$ cat config.mk
export PLATFORM = sky130hd
export DESIGN_NAME = sorted_priority_queue
export DESIGN_NICKNAME = d
export VERILOG_FILES = /design/src/spq_pkg.sv /design/src/spq_ram.sv /design/src/sorted_priority_queue.sv
export SDC_FILE = /design/constraint.sdc
export NUM_CORES = 1
export LEC_CHECK = 0
export ABC_AREA = 0
export BUFFER_PORTS_ARGS = -buffer_cell sky130_fd_sc_hd__buf_2
export CELL_PAD_IN_SITES_DETAIL_PLACEMENT = 0
export CELL_PAD_IN_SITES_GLOBAL_PLACEMENT = 1
export CORE_ASPECT_RATIO = 0.8
export CORE_UTILIZATION = 45
export DETAILED_ROUTE_END_ITERATION = 8
export PLACE_DENSITY = 0.75
export SLEW_MARGIN = 25
export SYNTH_ARGS = -nofsm -noshare
export SYNTH_HDL_FRONTEND = slang
export SYNTH_SLANG_ARGS = --single-unit
$ cat constraint.sdc
create_clock -name clk -period 5.9 [get_ports clk]
set_clock_uncertainty 0.15 [all_clocks]
set_input_delay 0.295 -clock clk [delete_from_list [all_inputs] [get_ports clk]]
set_output_delay 0.295 -clock clk [all_outputs]
set_load 0.05 [all_outputs]
$ cat src/spq_pkg.sv
`timescale 1ns / 1ps
`default_nettype none

package spq_pkg;

  // default store depth
  localparam int CAPACITY_DEF = 16;

  // command codes
  localparam logic [1:0] CMD_APPEND = 2'd0;
  localparam logic [1:0] CMD_INSERT = 2'd1;
  localparam logic [1:0] CMD_REMOVE = 2'd2;

  // status codes
  localparam logic [1:0] STAT_DONE  = 2'd0;
  localparam logic [1:0] STAT_EMPTY = 2'd1;
  localparam logic [1:0] STAT_FULL  = 2'd2;

  typedef struct packed {
    logic [1:0]         command;
    logic signed [31:0] value;
  } spq_in_t;

  typedef struct packed {
    logic signed [31:0] head_value;
    logic [1:0]         status;
    logic [4:0]         occupancy;
    logic               is_empty;
  } spq_out_t;

  typedef enum logic [1:0] {
    S_IDLE,
    S_SCAN,
    S_POP,
    S_DONE
  } spq_state_t;

endpackage

`default_nettype wire

$ cat src/spq_ram.sv
`timescale 1ns / 1ps
`default_nettype none

module spq_ram #(
  parameter int WIDTH = 32,
  parameter int DEPTH = 16
) (
  input  wire logic                     clk,
  input  wire logic                     we,
  input  wire logic [$clog2(DEPTH)-1:0] waddr,
  input  wire logic [WIDTH-1:0]         wdata,
  input  wire logic [$clog2(DEPTH)-1:0] raddr,
  output logic      [WIDTH-1:0]         rdata
);

  logic [WIDTH-1:0] mem [DEPTH];

  // one write port, one registered read port
  always_ff @(posedge clk) begin
    if (we) begin
      mem[waddr] <= wdata;
    end
    rdata <= mem[raddr];
  end

endmodule

`default_nettype wire

$ cat src/sorted_priority_queue.sv
`timescale 1ns / 1ps
`default_nettype none

// Bounded ordered queue of signed 32-bit keys held as a circular list in one
// CAPACITY-deep RAM (one write and one registered read port). Command 0 appends
// at the tail, command 1 places the key before the first stored entry that is
// not smaller (newest first among equal keys), command 2 removes the head.
// Every input beat yields one output beat with the removed key (zero for other
// commands), a status (done, remove from empty, append or insert dropped because
// full), the occupancy and an empty flag. Append, dropped and unused commands
// go from idle straight to the done state, a remove passes through the pop
// state, and an ordered insert walks the list once, one entry per cycle through
// the RAM ports, before it reaches the done state. The done state loads the
// output register once that register is free, so a stalled output register
// holds the item there. One item is in work at a time; the next input beat is
// taken as soon as the result sits in the output register, even while that
// register is stalled.
module sorted_priority_queue #(
  parameter int CAPACITY = spq_pkg::CAPACITY_DEF
) (
  input  wire logic             clk,
  input  wire logic             rst_n,
  input  wire logic             in_valid,
  output logic                  in_stall,
  input  wire spq_pkg::spq_in_t in_data,
  output logic                  out_valid,
  input  wire logic             out_stall,
  output spq_pkg::spq_out_t     out_data
);

  import spq_pkg::*;

  localparam int AW = $clog2(CAPACITY);
  localparam int CW = $clog2(CAPACITY + 1);
  localparam logic [CW-1:0] CAP_C  = CW'(CAPACITY);
  localparam logic [CW:0]   CAP_W  = (CW + 1)'(CAPACITY);
  localparam logic [AW-1:0] LAST_A = AW'(CAPACITY - 1);

  spq_state_t state_r, state_nxt;

  logic [AW-1:0]      head_r, head_nxt;
  logic [CW-1:0]      count_r, count_nxt;
  logic [CW-1:0]      idx_r, idx_nxt;
  logic               placed_r, placed_nxt;
  logic [31:0]        carry_r, carry_nxt;
  logic signed [31:0] key_r, key_nxt;
  spq_out_t           res_r, res_nxt;
  logic               out_valid_r, out_valid_nxt;
  spq_out_t           out_data_r, out_data_nxt;

  logic          ram_we;
  logic [AW-1:0] ram_waddr;
  logic [31:0]   ram_wdata;
  logic [AW-1:0] ram_raddr;
  logic [31:0]   ram_rdata;

  logic in_fire;
  logic out_free;
  logic is_full;
  logic is_zero;

  // logical list position to ram address
  function automatic logic [AW-1:0] phys(input logic [AW-1:0] head,
                                         input logic [CW-1:0] off);
    logic [CW:0] s;
    s = (CW + 1)'(head) + {1'b0, off};
    if (s >= CAP_W) begin
      s = s - CAP_W;
    end
    return s[AW-1:0];
  endfunction

  // result beat from key, status and new count
  function automatic spq_out_t mk_res(input logic [31:0] hv,
                                      input logic [1:0]  st,
                                      input logic [CW-1:0] cnt);
    spq_out_t    r;
    logic [CW+4:0] e;
    e            = (CW + 5)'(cnt);
    r.head_value = hv;
    r.status     = st;
    r.occupancy  = e[4:0];
    r.is_empty   = (cnt == '0);
    return r;
  endfunction

  assign in_stall  = (state_r != S_IDLE);
  assign in_fire   = in_valid && !in_stall;
  assign out_free  = !out_valid_r || !out_stall;
  assign is_full   = (count_r == CAP_C);
  assign is_zero   = (count_r == '0);
  assign out_valid = out_valid_r;
  assign out_data  = out_data_r;

  spq_ram #(
    .WIDTH (32),
    .DEPTH (CAPACITY)
  ) u_ram (
    .clk   (clk),
    .we    (ram_we),
    .waddr (ram_waddr),
    .wdata (ram_wdata),
    .raddr (ram_raddr),
    .rdata (ram_rdata)
  );

  // next state
  always_comb begin
    state_nxt = state_r;
    case (state_r)
      S_IDLE: begin
        if (in_fire) begin
          if (in_data.command == CMD_INSERT && !is_full) begin
            state_nxt = S_SCAN;
          end else if (in_data.command == CMD_REMOVE && !is_zero) begin
            state_nxt = S_POP;
          end else begin
            state_nxt = S_DONE;
          end
        end
      end
      S_SCAN: begin
        if (idx_r == count_r) begin
          state_nxt = S_DONE;
        end
      end
      S_POP: begin
        state_nxt = S_DONE;
      end
      S_DONE: begin
        if (out_free) begin
          state_nxt = S_IDLE;
        end
      end
      default: begin
        state_nxt = S_IDLE;
      end
    endcase
  end

  // datapath and ram control
  always_comb begin
    head_nxt      = head_r;
    count_nxt     = count_r;
    idx_nxt       = idx_r;
    placed_nxt    = placed_r;
    carry_nxt     = carry_r;
    key_nxt       = key_r;
    res_nxt       = res_r;
    out_data_nxt  = out_data_r;
    out_valid_nxt = out_valid_r && out_stall;
    ram_we        = 1'b0;
    ram_waddr     = phys(head_r, idx_r);
    ram_wdata     = carry_r;
    ram_raddr     = head_r;
    case (state_r)
      S_IDLE: begin
        if (in_fire) begin
          case (in_data.command)
            CMD_APPEND: begin
              if (is_full) begin
                res_nxt = mk_res('0, STAT_FULL, count_r);
              end else begin
                ram_we    = 1'b1;
                ram_waddr = phys(head_r, count_r);
                ram_wdata = in_data.value;
                count_nxt = count_r + 1'b1;
                res_nxt   = mk_res('0, STAT_DONE, count_r + 1'b1);
              end
            end
            CMD_INSERT: begin
              if (is_full) begin
                res_nxt = mk_res('0, STAT_FULL, count_r);
              end else begin
                key_nxt    = in_data.value;
                idx_nxt    = '0;
                placed_nxt = 1'b0;
              end
            end
            CMD_REMOVE: begin
              if (is_zero) begin
                res_nxt = mk_res('0, STAT_EMPTY, count_r);
              end else begin
                head_nxt  = (head_r == LAST_A) ? '0 : head_r + 1'b1;
                count_nxt = count_r - 1'b1;
              end
            end
            default: begin
              res_nxt = mk_res('0, STAT_DONE, count_r);
            end
          endcase
        end
      end
      S_SCAN: begin
        // one entry per cycle: read next, write shifted current
        ram_raddr = phys(head_r, idx_r + 1'b1);
        idx_nxt   = idx_r + 1'b1;
        if (idx_r == count_r) begin
          ram_we    = 1'b1;
          ram_wdata = placed_r ? carry_r : key_r;
          count_nxt = count_r + 1'b1;
          res_nxt   = mk_res('0, STAT_DONE, count_r + 1'b1);
        end else if (placed_r) begin
          ram_we    = 1'b1;
          ram_wdata = carry_r;
          carry_nxt = ram_rdata;
        end else if ($signed(ram_rdata) >= key_r) begin
          ram_we     = 1'b1;
          ram_wdata  = key_r;
          carry_nxt  = ram_rdata;
          placed_nxt = 1'b1;
        end
      end
      S_POP: begin
        res_nxt = mk_res(ram_rdata, STAT_DONE, count_r);
      end
      S_DONE: begin
        if (out_free) begin
          out_data_nxt  = res_r;
          out_valid_nxt = 1'b1;
        end
      end
      default: begin
        res_nxt = res_r;
      end
    endcase
  end

  // control registers
  always_ff @(posedge clk) begin
    if (!rst_n) begin
      state_r     <= S_IDLE;
      head_r      <= '0;
      count_r     <= '0;
      out_valid_r <= 1'b0;
    end else begin
      state_r     <= state_nxt;
      head_r      <= head_nxt;
      count_r     <= count_nxt;
      out_valid_r <= out_valid_nxt;
    end
  end

  // payload registers
  always_ff @(posedge clk) begin
    idx_r      <= idx_nxt;
    placed_r   <= placed_nxt;
    carry_r    <= carry_nxt;
    key_r      <= key_nxt;
    res_r      <= res_nxt;
    out_data_r <= out_data_nxt;
  end

`ifndef SYNTHESIS
  a_count_bound: assert property (@(posedge clk) disable iff (!rst_n)
    count_r <= CAP_C)
    else $error("entry count above capacity");

  a_scan_idx: assert property (@(posedge clk) disable iff (!rst_n)
    state_r == S_SCAN |-> idx_r <= count_r)
    else $error("insert walk past the tail");

  a_we_state: assert property (@(posedge clk) disable iff (!rst_n)
    ram_we |-> (state_r == S_IDLE || state_r == S_SCAN))
    else $error("ram write outside append or insert walk");

  a_out_src: assert property (@(posedge clk) disable iff (!rst_n)
    $rose(out_valid_r) |-> $past(state_r == S_DONE))
    else $error("output beat not from a finished item");
`endif

endmodule

`default_nettype wire
Word level (Yosys, flattened, before mapping)
Memory sizes are Yosys's and may differ from the RTL's. A register that Yosys moved wholly into a read port is not among the register bits.
Cells that the tools add are included.
Storage, ports and cells
  flip-flop bits (word level): 162
  RAM bits: 512
  input port bits: 38
  output and inout bits: 42
  word-level logic and storage cells: 138
  memories: 1
Memory list
  u_ram.mem: depth 16, width 32, read ports 1, clocked after memory_dff 1, write ports 1, line spq_ram.sv:16  | logic [WIDTH-1:0] mem [DEPTH];
Operators by class
  add/subtract/negate cells: 10
  order comparisons: 4
  equality and inequality tests: 19
  multiplexer cells: 58
  bitwise operators: 3
  reduce and logical (&&, ||, !) cells: 27
Operators by type and width (count)
  2-to-1 mux 32 bit: 9
  one-hot mux 40 bit (3 select lines): 2
  2-to-1 mux 40 bit: 4
  one-hot mux 32 bit (2 select lines): 1
  2-to-1 mux 4 bit: 9
  2-to-1 mux 5 bit: 7
  >= comparator 32 bit: 1
  one-hot mux 5 bit (2 select lines): 3
  adder 4 x 5 -> 6 bit: 3
  >= comparator 6 x 5 -> 1 bit (second input constant): 3
  2-to-1 mux 1 bit: 15
  inequality test 2 bit (second input constant): 6
  inequality test 3 bit (second input constant): 4
  AND reduction 4 bit: 3
  subtractor 4 x 1 -> 4 bit (second input constant): 3
  adder 5 x 1 -> 5 bit (second input constant): 2
  zero test 5 bit: 2
  AND reduction 5 bit: 2
  2-to-1 mux 2 bit: 4
  2-to-1 mux 8 bit: 1
  one-hot mux 2 bit (4 select lines): 1
  == test 2 bit (second input constant): 3
  AND reduction 3 bit: 2
  AND reduction 6 bit: 1
  16 further kinds: 30

Logic depth before layout (Yosys ltp)
  word-level depth: 7
  mapped depth: 12
  depth with buffers taken out: 10

Cells and area by module
Synthesis repeated with hierarchy kept, for this count alone.
Second synthesis, totals
  cell total of the unflattened synthesis: 1588
  area total of the unflattened synthesis: 28546.1 um2
Modules (own cells, without submodules)
  spq_ram: instances 1, cells an instance 838, area each 19835.3 um2, seq. area each 16015.4 um2
  sorted_priority_queue: instances 1, cells an instance 750, area each 8710.9 um2, seq. area each 4744.6 um2

Least setup slack after synthesis
Ideal clock, no wire load.
  path kind: flip-flop to flip-flop
  start: register key_r[30]
  end: memory u_ram.mem[12][0], enable pin
  setup time: 0.502 ns
  data arrival time: 5.291 ns
  required time: 5.248 ns
  setup slack: -0.042 ns
  stages on the path, launching flop included: 12
  buffers on the path: 2
  period minus slack after synthesis: 5.942 ns
  cell sequence: edfxtp_1 inv_1 ha_1 nand4_1 nor4_2 nand2_1 a31oi_2 o41ai_1 and3_1 buf_2 buf_4 nor4_1
On the way
  cells in the longest elaborated chain, start to end: 7
Ends and longest elaborated chain
  from (decl): line sorted_priority_queue.sv:46  | logic signed [31:0] key_r, key_nxt;
  from (signal assigned): line sorted_priority_queue.sv:249  | key_r <= key_nxt;
  >= comparator 32 bit: line sorted_priority_queue.sv:207  | end else if ($signed(ram_rdata) >= key_r) begin
  2-to-1 mux 1 bit: line sorted_priority_queue.sv:207
  2-to-1 mux 1 bit: line sorted_priority_queue.sv:203  | end else if (placed_r) begin
  2-to-1 mux 1 bit: line sorted_priority_queue.sv:198  | if (idx_r == count_r) begin
  one-hot mux 1 bit (2 select lines): line sorted_priority_queue.sv:156  | case (state_r)
  2-to-1 mux 1 bit: line spq_ram.sv:20  | if (we) begin
  2-to-1 mux 1 bit (not written as such): line spq_ram.sv:21  | mem[waddr] <= wdata;
  to (decl): line spq_ram.sv:16
No other way between the ends.

Worst setup path in the final report
  start: register key_r[30]
  end: memory u_ram.mem[15][17], enable pin
Same word-level chain as after synthesis.

==> PnR_summary.wiki <==
{| class="wikitable"
! Metric !! Value
|-
| Pins over their slew limit || 0
|-
| Number of cell rows || 82
|-
| Power Dens Cells || 498 nW/um2
|-
| Async set-reset flop share out of synthesis || 0%
|-
| Unrepaired setup endpoints after global routing || no
|-
| YS warnings || 0
|-
| H-tree lvl count || 3
|-
| Port Buffer Count || 79
|-
| Final cycle utilization of the critical path || 77.4%
|-
| Run status || completed
|-
| Startpoint of the worst hold path || in_data[32]
|-
| Fraction of power spent switching nets || 34.3%
|-
| Starting density of the core || 45.7%
|-
| Die footprint || 65000 um2
|-
| Data required time at the worst endpoint || 6010 ps
|-
| Post-route cell area || 32900 um2
|-
| Max-slew headroom || 28.6%
|-
| Die boundary height || 228 um
|-
| Power dissipated by switching net loads || 0.00563 W
|-
| Hold Fails Final Rpt || 0
|-
| Via count of the first global-routing pass || 17100
|-
| Commonest cells after routing, fill and taps aside || sky130_fd_sc_hd__edfxtp_1 (662), sky130_fd_sc_hd__nand2_1 (283), sky130_fd_sc_hd__a211oi_1 (164), sky130_fd_sc_hd__and2_1 (160), sky130_fd_sc_hd__a21oi_1 (106)
|-
| WS Path Type || reg -> reg
|-
| Number of buffers added by the clock tree synthesis step || 67
|-
| Proportion of power drawn by flip-flops and latches || 45.4%
|-
| Synth Cell Area || 28800 um2
|-
| Vias post-DR || 17500
|-
| Kind of path behind the tightest hold check || in -> reg
|-
| Antenna-violating nets left || 0
|-
| Avg Cell Area, Syn || 14.0 um2
|-
| LEAKAGE || 11.1 nW
|-
| Part of the power in combinational logic || 29.3%
|-
| Min Clock Period, post-route || 4570 ps
|-
| Core ar. || 63000 um2
|-
| Buffer type at the clock tree root || sky130_fd_sc_hd__clkbuf_16
|-
| Cell types with the largest area share after synthesis || sky130_fd_sc_hd__edfxtp_1 (69%), sky130_fd_sc_hd__a211oi_1 (4.3%), sky130_fd_sc_hd__nand2_1 (3.7%), sky130_fd_sc_hd__and2_1 (3.5%), sky130_fd_sc_hd__dfxtp_1 (3.1%)
|-
| Worst voltage drop across the vdd grid || 0.264 mV
|-
| Util after Layout || 52.3%
|-
| Via-per-instance ratio || 5.74
|-
| Critical register-to-register path endpoint || u_ram.mem[15][17]$_DFFE_PP_
|-
| Worst-margin pin slew || 1070 ps
|-
| Instance count of the mapped netlist || 2050
|-
| I/O pin count || 80
|-
| Post-DP HPWL || 40800 um
|-
| Count of state elements after synthesis || 706
|-
| Layout cell share with drive strength beyond 1 || 12.3%
|-
| Filler-free cell count of the finished design || 3047
|-
| Fmax || 219 MHz
|-
| Cell count after placement || 2892
|-
| Placed instance area || 30500 um2
|-
| Worst-skew pair later-pin latency || 590 ps
|-
| Reg2reg start || key_r[30]$_DFFE_PP_
|-
| Final setup violation count || 0
|-
| Die boundary width || 285 um
|-
| Total length of routed wires || 67800 um
|-
| Total iterations of the first detailed-routing run || 5
|-
| Sum of overflow across all layers after global routing || 0
|-
| Clock-pin slew on the worst setup and hold paths || 60 ps
|-
| Weighted congestion reported at the end of routability-driven placement || 0.835
|-
| R2R depth || 10
|-
| Post-synth top area cell || sky130_fd_sc_hd__edfxtp_1
|-
| Count of routing violations after the opening detailed-route iteration || 1611
|-
| Part of the power in the clock network || 25.4%
|-
| Distinct cells, synth || 54
|-
| Post-route setup TNS || 0 ps
|-
| Maximum count of clock buffers along a single path || 3
|-
| Count of nets after finishing || 2250
|-
| CP max FO || 16
|-
| Largest net degree at the start of global routing || 140
|-
| Sinks on the clock net || 706
|-
| Number of maximum-capacitance violations || 0
|-
| Share of synthesized area occupied by flip-flops and latches || 72.1%
|-
| Antenna cell count || 0
|-
| Hold Path Cell Cnt || 3
|-
| Int Pwr || 0.0108 W
|-
| Overall track demand over capacity in global routing || 20.8%
|-
| Endpoint class of the critical path || flop
|-
| Hold Path End || res_r[6]$_DFFE_PP_
|-
| Worst EP arrival || 4670 ps
|-
| Most common library cell in the layout ignoring fill and taps || sky130_fd_sc_hd__edfxtp_1
|-
| Main synth FF type || sky130_fd_sc_hd__edfxtp_1
|-
| Layout overhead on the synthesized area || 14.4%
|-
| Post-cts gate resize count || 0
|-
| Average wire per standard cell || 22.2 um
|-
| CTS tree || yes
|-
| Worst reg-to-reg setup slack || 1330 ps
|-
| Antenna violations before repair || 0
|-
| Startpoint types || flop
|-
| Area fraction of the dominant cell type after synthesis || 69.0%
|-
| Wire length of the first global-routing pass || 103000 um
|-
| Number of remaining DRC errors || 0
|-
| Syn Nets || 2142
|-
| Number of flops mapped to enable cells by yosys || 662
|}
==> metal layers <==
metal	vias to the layer above	wire length [um]	global-route usage, %
met3	107	4020	3.31
met5	-	0	0
met4	0	2140	7.36
met1	8791	30600	29.7
met2	536	31000	32.4
li1	8063	-	-
==> power by group through the flow <==
stage / logic [W] / clock network [W] / registers, W
global placement: 0.00464 / 0 / 0.00751
global route: 0.00522 / 0.00442 / 0.00751
detailed placement: 0.00477 / 0 / 0.00754
floorplan: 0.00289 / 0 / 0.00759
finish: 0.00480 / 0.00417 / 0.00744
CTS: 0.00481 / 0.00424 / 0.00744
==> flip-flops by register name, indices dropped and copies added (netlist names) <==
name,flops
u_ram.mem,512
out_data,40
res_r,40
carry_r,32
key_r,32
u_ram.rdata,32
count_r,5
idx_r,5
head_r,4
state_r,2
out_valid,1
placed_r,1
==> layout make-up <==
type | instances | area, um2
clock inverters | 34 | 294
flip-flops and latches | 706 | 20800
inverters | 53 | 199
repair buffers | 172 | 1260
multi-input cells | 1158 | 7580
fillers | 5214 | 30000
clock buffers | 84 | 1800
well taps | 840 | 1050
==> critical path: stages (launching register included) <==
cell and delay [ps]:
sky130_fd_sc_hd__edfxtp_1 370, sky130_fd_sc_hd__inv_1 70, sky130_fd_sc_hd__ha_1 320, sky130_fd_sc_hd__nand4_1 160, sky130_fd_sc_hd__nor4_2 510, sky130_fd_sc_hd__nand2_1 140, sky130_fd_sc_hd__a31oi_1 410, sky130_fd_sc_hd__o41ai_1 220
sky130_fd_sc_hd__and3_1 550, sky130_fd_sc_hd__nor4_4 890, sky130_fd_sc_hd__buf_4 430
==> kinds of logic (layout without fill, tap and decap cells) <==
logic type	Yosys count	in the layout	synth area share (%)
AO/OA/AOI/OAI	493	493	12.0
XOR/XNOR	23	23	0.700
adder cells (fa/ha/maj)	54	54	2.42
buffers and inverters	186	343	2.52
flip-flops	706	706	72.1
multiplexers	19	19	0.665
AND/OR/NAND/NOR	569	569	9.58
==> what timing repair did <==
| action | 4_1_cts | 5_1_grt |
|---|---|---|
| setup buffers | 0 | 0 |
| hold buffers | 37 | 0 |
| endpoints found under the hold margin | 45 | 0 |
==> cells in the mapped netlist, drive strengths merged (3+ instances only) <==
master / count
edfxtp: 662
nand2: 283
a211oi: 164
and2: 160
clkbuf: 113
a21oi: 108
a31oi: 71
a311oi: 64
inv: 53
ha: 51
dfxtp: 44
nor2: 40
o21ai: 34
and3: 32
a221o: 24
buf: 20
mux2i: 18
nor4: 17
xnor2: 14
xor2: 9
nand3: 8
nand4: 8
a2bb2oi: 5
nor3: 5
o221a: 5
nand2b: 4
a21o: 3
a221oi: 3
fa: 3
nor2b: 3
==> how the worst max path moves through the flow <==
stage / start / end / depth (start not counted)
after CTS: key_r[30]$_DFFE_PP_ / u_ram.mem[15][17]$_DFFE_PP_ / 10
after global routing: key_r[30]$_DFFE_PP_ / u_ram.mem[15][17]$_DFFE_PP_ / 10
after floorplan: key_r[30]$_DFFE_PP_ / u_ram.mem[12][0]$_DFFE_PP_ / 11
after detailed placement: key_r[30]$_DFFE_PP_ / u_ram.mem[15][6]$_DFFE_PP_ / 10
after global placement: key_r[30]$_DFFE_PP_ / u_ram.mem[15][7]$_DFFE_PP_ / 10
final: key_r[30]$_DFFE_PP_ / u_ram.mem[15][17]$_DFFE_PP_ / 10
==> stage by stage <==
stage          hold slack [ps]  total power, W  worst slack, ps
3_5_place_dp               255          0.0123             1350
3_3_place_gp               252          0.0121             1040
4_1_cts                   92.1          0.0165             1300
2_1_floorplan              244          0.0105            -42.2
5_1_grt                    126          0.0172              911
6_report                   120          0.0164             1330
(Power assumes the default switching activity.)
